[src/rtl/core/sld_pkg.sv]
// Shared types and constants for the sorted list difference block.
package sld_pkg;

    localparam int DATA_W = 32;

    // Request kinds carried on s_tuser
    typedef enum logic [1:0] {
        OP_LOAD_A = 2'd0,
        OP_LOAD_B = 2'd1,
        OP_RUN    = 2'd2
    } opcode_t;

    // Per-cycle commands broadcast to every list cell
    typedef struct packed {
        logic load_a;
        logic load_b;
        logic shift_a;
        logic shift_b;
    } cell_ctrl_t;

endpackage

[src/rtl/core/sld_cell.sv]
// One list cell: holds one slot of list A and one of list B, shifts toward the head.
module sld_cell #(
    parameter int CNT_W    = 7,
    parameter int CELL_IDX = 0
) (
    input  logic                      aclk,
    input  sld_pkg::cell_ctrl_t       ctrl_i,
    input  logic [CNT_W-1:0]          wr_idx_i,
    input  logic [sld_pkg::DATA_W-1:0] elem_i,
    input  logic [sld_pkg::DATA_W-1:0] a_nbr_i,
    input  logic [sld_pkg::DATA_W-1:0] b_nbr_i,
    output logic [sld_pkg::DATA_W-1:0] a_o,
    output logic [sld_pkg::DATA_W-1:0] b_o
);
    import sld_pkg::*;

    localparam logic [CNT_W-1:0] MY_IDX = CELL_IDX[CNT_W-1:0];

    logic [DATA_W-1:0] a_reg;
    logic [DATA_W-1:0] b_reg;
    logic [DATA_W-1:0] a_next;
    logic [DATA_W-1:0] b_next;
    logic              hit;

    assign hit = (wr_idx_i == MY_IDX);

    // Append writes the slot at the fill count; a shift takes the neighbor's slot
    always_comb begin
        a_next = a_reg;
        b_next = b_reg;
        if (ctrl_i.load_a && hit) begin
            a_next = elem_i;
        end else if (ctrl_i.shift_a) begin
            a_next = a_nbr_i;
        end
        if (ctrl_i.load_b && hit) begin
            b_next = elem_i;
        end else if (ctrl_i.shift_b) begin
            b_next = b_nbr_i;
        end
    end

    always_ff @(posedge aclk) begin
        a_reg <= a_next;
        b_reg <= b_next;
    end

    assign a_o = a_reg;
    assign b_o = b_reg;

endmodule

[src/rtl/core/sorted_list_difference.sv]
// Top level: load/merge controller over a chain of list cells.
//
//  Channel | Ports                  | Payload
//  --------+------------------------+-------------------------------------------
//  request | s_tvalid/s_tready      | s_tuser: opcode; s_tdata: element
//  result  | m_tvalid/m_tready      | m_tdata: member; m_tlast: is_last;
//          |                        | m_tuser: empty_result, dropped_loads
//
// A load is taken whenever the block is idle. A run walks both lists in merge steps
// (at most the sum of both fill counts) and then closes; while both lists hold elements,
// each step compares the two head cells.
// A result stalled on m_tready holds the merge; no request is taken during a run.
// aresetn clears the fill counts, the overflow flag and all handshake state;
// list contents are left as they are and are only read below the fill count.
module sorted_list_difference #(
    parameter int LIST_DEPTH = 64
) (
    input  logic        aclk,
    input  logic        aresetn,
    input  logic        s_tvalid,
    output logic        s_tready,
    input  logic [31:0] s_tdata,   // [31:0] element
    input  logic [1:0]  s_tuser,   // [1:0] opcode
    output logic        m_tvalid,
    input  logic        m_tready,
    output logic [31:0] m_tdata,   // [31:0] member
    output logic        m_tlast,
    output logic [1:0]  m_tuser    // [0] empty_result, [1] dropped_loads
);
    import sld_pkg::*;

    localparam int CNT_W = $clog2(LIST_DEPTH + 1);
    localparam logic [CNT_W-1:0] DEPTH_C = LIST_DEPTH[CNT_W-1:0];
    localparam logic [CNT_W-1:0] ONE_C   = {{(CNT_W-1){1'b0}}, 1'b1};

    typedef enum logic {
        ST_IDLE,
        ST_RUN
    } state_t;

    state_t            state_reg, state_next;
    logic [CNT_W-1:0]  a_cnt_reg, a_cnt_next;
    logic [CNT_W-1:0]  b_cnt_reg, b_cnt_next;
    logic              ovf_reg, ovf_next;
    logic              pend_vld_reg, pend_vld_next;
    logic [DATA_W-1:0] pend_reg, pend_next;
    logic              m_tvalid_reg, m_tvalid_next;
    logic [DATA_W-1:0] m_tdata_reg, m_tdata_next;
    logic              m_tlast_reg, m_tlast_next;
    logic [1:0]        m_tuser_reg, m_tuser_next;

    cell_ctrl_t        ctrl;
    logic [CNT_W-1:0]  wr_idx;
    logic [DATA_W-1:0] a_q [LIST_DEPTH];
    logic [DATA_W-1:0] b_q [LIST_DEPTH];
    logic              accept;
    logic              out_free;
    logic              emit;
    opcode_t           op;

    // Cell chain; the tail cell refills from itself
    for (genvar i = 0; i < LIST_DEPTH; i++) begin : g_cell
        logic [DATA_W-1:0] a_nbr;
        logic [DATA_W-1:0] b_nbr;
        if (i == LIST_DEPTH - 1) begin : g_tail
            assign a_nbr = a_q[i];
            assign b_nbr = b_q[i];
        end else begin : g_mid
            assign a_nbr = a_q[i+1];
            assign b_nbr = b_q[i+1];
        end
        sld_cell #(
            .CNT_W   (CNT_W),
            .CELL_IDX(i)
        ) u_cell (
            .aclk    (aclk),
            .ctrl_i  (ctrl),
            .wr_idx_i(wr_idx),
            .elem_i  (s_tdata),
            .a_nbr_i (a_nbr),
            .b_nbr_i (b_nbr),
            .a_o     (a_q[i]),
            .b_o     (b_q[i])
        );
    end

    assign s_tready = (state_reg == ST_IDLE);
    assign accept   = s_tvalid && s_tready;
    assign out_free = !m_tvalid_reg || m_tready;
    assign op       = opcode_t'(s_tuser);

    // Load handling and one merge step per cycle while the output is free
    always_comb begin
        state_next    = state_reg;
        a_cnt_next    = a_cnt_reg;
        b_cnt_next    = b_cnt_reg;
        ovf_next      = ovf_reg;
        pend_vld_next = pend_vld_reg;
        pend_next     = pend_reg;
        m_tvalid_next = m_tvalid_reg && !m_tready;
        m_tdata_next  = m_tdata_reg;
        m_tlast_next  = m_tlast_reg;
        m_tuser_next  = m_tuser_reg;
        ctrl          = '0;
        wr_idx        = a_cnt_reg;
        emit          = 1'b0;

        case (state_reg)
            ST_IDLE: begin
                if (accept) begin
                    case (op)
                        OP_LOAD_A: begin
                            if (a_cnt_reg < DEPTH_C) begin
                                ctrl.load_a = 1'b1;
                                a_cnt_next  = a_cnt_reg + ONE_C;
                            end else begin
                                ovf_next = 1'b1;
                            end
                        end
                        OP_LOAD_B: begin
                            wr_idx = b_cnt_reg;
                            if (b_cnt_reg < DEPTH_C) begin
                                ctrl.load_b = 1'b1;
                                b_cnt_next  = b_cnt_reg + ONE_C;
                            end else begin
                                ovf_next = 1'b1;
                            end
                        end
                        OP_RUN: begin
                            state_next    = ST_RUN;
                            pend_vld_next = 1'b0;
                        end
                        default: begin
                        end
                    endcase
                end
            end
            ST_RUN: begin
                if (out_free) begin
                    if (a_cnt_reg != '0 && b_cnt_reg != '0) begin
                        if (a_q[0] == b_q[0]) begin
                            ctrl.shift_a = 1'b1;
                            ctrl.shift_b = 1'b1;
                            a_cnt_next   = a_cnt_reg - ONE_C;
                            b_cnt_next   = b_cnt_reg - ONE_C;
                        end else if ($signed(a_q[0]) > $signed(b_q[0])) begin
                            emit         = 1'b1;
                            ctrl.shift_b = 1'b1;
                            b_cnt_next   = b_cnt_reg - ONE_C;
                        end else begin
                            ctrl.shift_a = 1'b1;
                            a_cnt_next   = a_cnt_reg - ONE_C;
                        end
                    end else if (b_cnt_reg != '0) begin
                        emit         = 1'b1;
                        ctrl.shift_b = 1'b1;
                        b_cnt_next   = b_cnt_reg - ONE_C;
                    end else begin
                        // Close the run: flush the held member as last, or report empty
                        m_tvalid_next = 1'b1;
                        m_tdata_next  = pend_vld_reg ? pend_reg : '0;
                        m_tlast_next  = 1'b1;
                        m_tuser_next  = {ovf_reg, !pend_vld_reg};
                        pend_vld_next = 1'b0;
                        a_cnt_next    = '0;
                        ovf_next      = 1'b0;
                        state_next    = ST_IDLE;
                    end

                    // One member is held back so the final one can carry tlast
                    if (emit) begin
                        if (pend_vld_reg) begin
                            m_tvalid_next = 1'b1;
                            m_tdata_next  = pend_reg;
                            m_tlast_next  = 1'b0;
                            m_tuser_next  = {ovf_reg, 1'b0};
                        end
                        pend_next     = b_q[0];
                        pend_vld_next = 1'b1;
                    end
                end
            end
            default: begin
                state_next = ST_IDLE;
            end
        endcase
    end

    // State and registered outputs
    always_ff @(posedge aclk) begin
        if (!aresetn) begin
            state_reg    <= ST_IDLE;
            a_cnt_reg    <= '0;
            b_cnt_reg    <= '0;
            ovf_reg      <= 1'b0;
            pend_vld_reg <= 1'b0;
            m_tvalid_reg <= 1'b0;
        end else begin
            state_reg    <= state_next;
            a_cnt_reg    <= a_cnt_next;
            b_cnt_reg    <= b_cnt_next;
            ovf_reg      <= ovf_next;
            pend_vld_reg <= pend_vld_next;
            m_tvalid_reg <= m_tvalid_next;
        end
        pend_reg    <= pend_next;
        m_tdata_reg <= m_tdata_next;
        m_tlast_reg <= m_tlast_next;
        m_tuser_reg <= m_tuser_next;
    end

    assign m_tvalid = m_tvalid_reg;
    assign m_tdata  = m_tdata_reg;
    assign m_tlast  = m_tlast_reg;
    assign m_tuser  = m_tuser_reg;

endmodule

[config.mk]
export PLATFORM = sky130hd
export DESIGN_NAME = sorted_list_difference
export DESIGN_NICKNAME = d
export VERILOG_FILES = /design/src/rtl/core/sld_pkg.sv /design/src/rtl/core/sld_cell.sv /design/src/rtl/core/sorted_list_difference.sv
export SDC_FILE = /design/constraint.sdc
export NUM_CORES = 2
export LEC_CHECK = 0
export BUFFER_PORTS_ARGS = -buffer_cell sky130_fd_sc_hd__buf_2
export CORE_ASPECT_RATIO = 1.1
export CORE_MARGIN = 5
export CORE_UTILIZATION = 35
export DETAILED_ROUTE_END_ITERATION = 12
export SYNTH_ARGS = -nofsm -noshare
export SYNTH_HDL_FRONTEND = slang
export SYNTH_SLANG_ARGS = --single-unit
export TNS_END_PERCENT = 50
[constraint.sdc]
create_clock -name aclk -period 4.4 [get_ports aclk]
set_input_delay 0.22 -clock aclk [delete_from_list [all_inputs] [get_ports aclk]]
set_output_delay 0.22 -clock aclk [all_outputs]
set_load 0.1 [all_outputs]
==> flow_summary.json <==
{
  "synth_edf_count": 4163,
  "layout_common_cells": "edfxtp_1 (4163), mux2_2 (3965), clkbuf_16 (427)",
  "grtUsageTotal": 0.154,
  "num_rows": 275,
  "fin_crit_ns": 4.09,
  "drive_gt1_frac": 0.511,
  "final_common_cell": "edfxtp_1",
  "hold_class": "primary input to flop",
  "irDropWorstVdd_uv": 311,
  "cts_buffers": 420,
  "grt_max_degree": 122,
  "crit_family": "simple AND/OR/NAND/NOR gates",
  "firstDrtPassIters": 5,
  "synth_cell_type_count": 64,
  "viasPerCell": 5.04,
  "cts_htree_levels": 5,
  "core_area_um2": 510000,
  "cp_max_fo": 32,
  "drtIter0Drc": 7984,
  "async_flop_share": 0,
  "placed_cell_area_um2": 188000,
  "cts_root_buf": "clkbuf_16",
  "status": "completed",
  "gp_congestion": 0.864,
  "required_ns": 5.01,
  "path_buf_inv": 4,
  "overflow": 0,
  "clock-sinks": 4181,
  "syn-num-nets": 9798,
  "netlist_area_um2": 179000,
  "endpoint_kind": "flop",
  "drcViolationCount": 0,
  "fin_nets": 9839,
  "path_cells": "inv_1, ha_1, nand4_1, nor2_1, nand2_1, nor3_1, nor2_1, a21oi_1, o211ai_1, buf_12, buf_4, o21ai_2, buf_4",
  "numPortBuffers": 74,
  "fp.dieH_um": 760,
  "cp_slowest_cell": "nor3_1",
  "vias": 85200,
  "clock_path_buffers": 4,
  "avgRoutedWirePerCell_um": 24.6,
  "max_slew.worst_pin.slew_ns": 1.14,
  "hold_viol_final": 0,
  "finalClockSkew_ns": 0.0948,
  "setup_viol": 0,
  "fin_area_um2": 201000,
  "ant_nets": 0,
  "antenna_found_initial": 19,
  "die-area_um2": 526000,
  "crit_type": "flop to flop",
  "hold_ws_ns": 0.110,
  "rsz0062_at_grt": "false",
  "max_freq_mhz": 244,
  "drv_slew": 0,
  "grt_pass1_vias": 88400,
  "cellPowerDensity_nw_per_um2": 416,
  "syn2layout_area_growth_pct": 12.6,
  "synthCells": 9719,
  "final.fill_count": 45000,
  "yosys_warnings": 0,
  "slowest_delay_ns": 0.48,
  "wl_mm": 415,
  "finalCritPeriodShare": 0.930,
  "die_w_um": 692,
  "synth_ff_type": "edfxtp_1",
  "maxCapViolCount": 0,
  "ys_seq_area_frac": 0.701,
  "cts.clk_slew.worst_paths_ns": 0.06,
  "cp.arrival_ns": 4.70,
  "slew_headroom": 0.239,
  "io_pins": 75,
  "start_util": 0.351,
  "p_leak_uw": 0.0656,
  "startpoint_type": "flop",
  "clock_latency_ns": 1.02,
  "ys_ff_latch": 4181,
  "dp_hpwl_mm": 244,
  "cts_tree": "built",
  "syn_area_per_cell_um2": 18.4,
  "grt_pass1_wl_mm": 618
}
-- repair_timing --
item	4_1_cts	5_1_grt
resized for setup	0	1
hold buffers	28	0
endpoints found under the hold margin	66	0
buffers inserted	0	5
endpoints found under the setup margin	0	53
-- layout make-up --
type                    count  area (um^2)  share of cell area
diodes                      4         10.0           0.0000497
clock buffers             520        11000              0.0548
clock inverters           255         2520              0.0125
inverters                  44          165            0.000820
multi-input cells        4608        49300               0.245
flip-flops and latches   4181       125000               0.622
well taps                6786         8490              0.0421
repair buffers            505         4530              0.0225
-- per-layer routing --
layer  global-route usage  part of all wire  up-vias
li1                     -                 -    37900
met1                0.222              0.45    43800
met2                0.241              0.45     2761
met3               0.0249             0.063      608
met4               0.0427             0.029        4
met5                    0          0.000065        -
-- cell usage after synthesis, drive strengths merged, types with 2 or more instances --
cell    number  share of area
nor2b        2       0.000070
o31ai        5        0.00024
a22o        32         0.0016
nand2      211         0.0052
a211o        2       0.000098
mux2i        2        0.00011
clkbuf     469         0.0098
or2          8        0.00028
and2         2       0.000070
nand3       13        0.00036
and3         7        0.00027
o21ai       34        0.00095
xor2         2       0.000098
inv         44        0.00092
o21a         2       0.000084
a21o         4        0.00017
o41ai        3        0.00019
nand2b      18        0.00063
dfxtp       18         0.0020
a221oi       3        0.00015
mux2      4034           0.25
o22ai        3        0.00010
buf        417          0.015
o211ai       2       0.000084
nor3        28         0.0012
or3          3        0.00010
a21oi       29        0.00085
a31oi        8        0.00035
edfxtp    4163           0.70
nand4        8        0.00028
xnor2        5        0.00024
ha          40         0.0028
nor3b        2       0.000084
a211oi       5        0.00021
nor2        74         0.0020
o311ai       2       0.000098
nor4         3        0.00010
-- path summary, 6_finish.rpt --
path	startpoint	to	slack, ns	depth (start not counted)
worst min register to register	g_cell[0].u_cell.b_o[29]$_DFFE_PP_	pend_reg[29]$_DFFE_PP_	0.45	0
worst min-delay path	s_tdata[24]	g_cell[63].u_cell.b_o[24]$_DFFE_PP_	0.11	1
worst max register to register	g_cell[0].u_cell.b_o[31]$_DFFE_PP_	g_cell[49].u_cell.b_o[5]$_DFFE_PP_	0.31	13
worst max-delay path	g_cell[0].u_cell.b_o[31]$_DFFE_PP_	g_cell[49].u_cell.b_o[5]$_DFFE_PP_	0.31	13
-- through the flow --
stage | utilization | power [uW] | setup slack [ns] | instances | TNS, ns
after CTS | 0.395 | 84600 | 0.166 | 16900 | 0
final | 0.395 | 83800 | 0.308 | 16900 | 0
after floorplan | - | 47600 | -0.145 | 9719 | -105.78
after global placement | 0.368 | 49200 | 0.325 | 16100 | 0
after detailed placement | 0.368 | 49200 | 0.334 | 16100 | 0
after global routing | 0.395 | 86600 | 0.0686 | 16900 | 0
-- cells by family (layout without fill, tap and decap cells) --
group,count (synthesis),count (layout),synth area share
XOR/XNOR,7,7,0.000343
AO/OA/AOI/OAI,141,141,0.00560
flip-flops,4181,4181,0.701
buffers and inverters,930,1324,0.0256
multiplexers,4036,4036,0.254
adder cells (fa/ha/maj),41,41,0.00291
other,0,4,0
AND/OR/NAND/NOR,383,383,0.0109
-- power by group --
part	internal, uW	total (uW)	switching [uW]
logic	991	3550	2560
registers	44600	44900	296
clock network	20200	35300	15200
-- worst reg2reg max path, stage by stage (launching register included) --
cell	delay (ns)
edfxtp_1	0.35
inv_1	0.06
ha_1	0.43
nand4_1	0.20
nor2_1	0.26
nand2_1	0.16
nor3_1	0.48
nor2_1	0.22
a21oi_1	0.23
o211ai_1	0.18
buf_12	0.21
buf_4	0.35
o21ai_2	0.17
buf_4	0.41
Note: power is estimated with default switching activity, not from simulation.
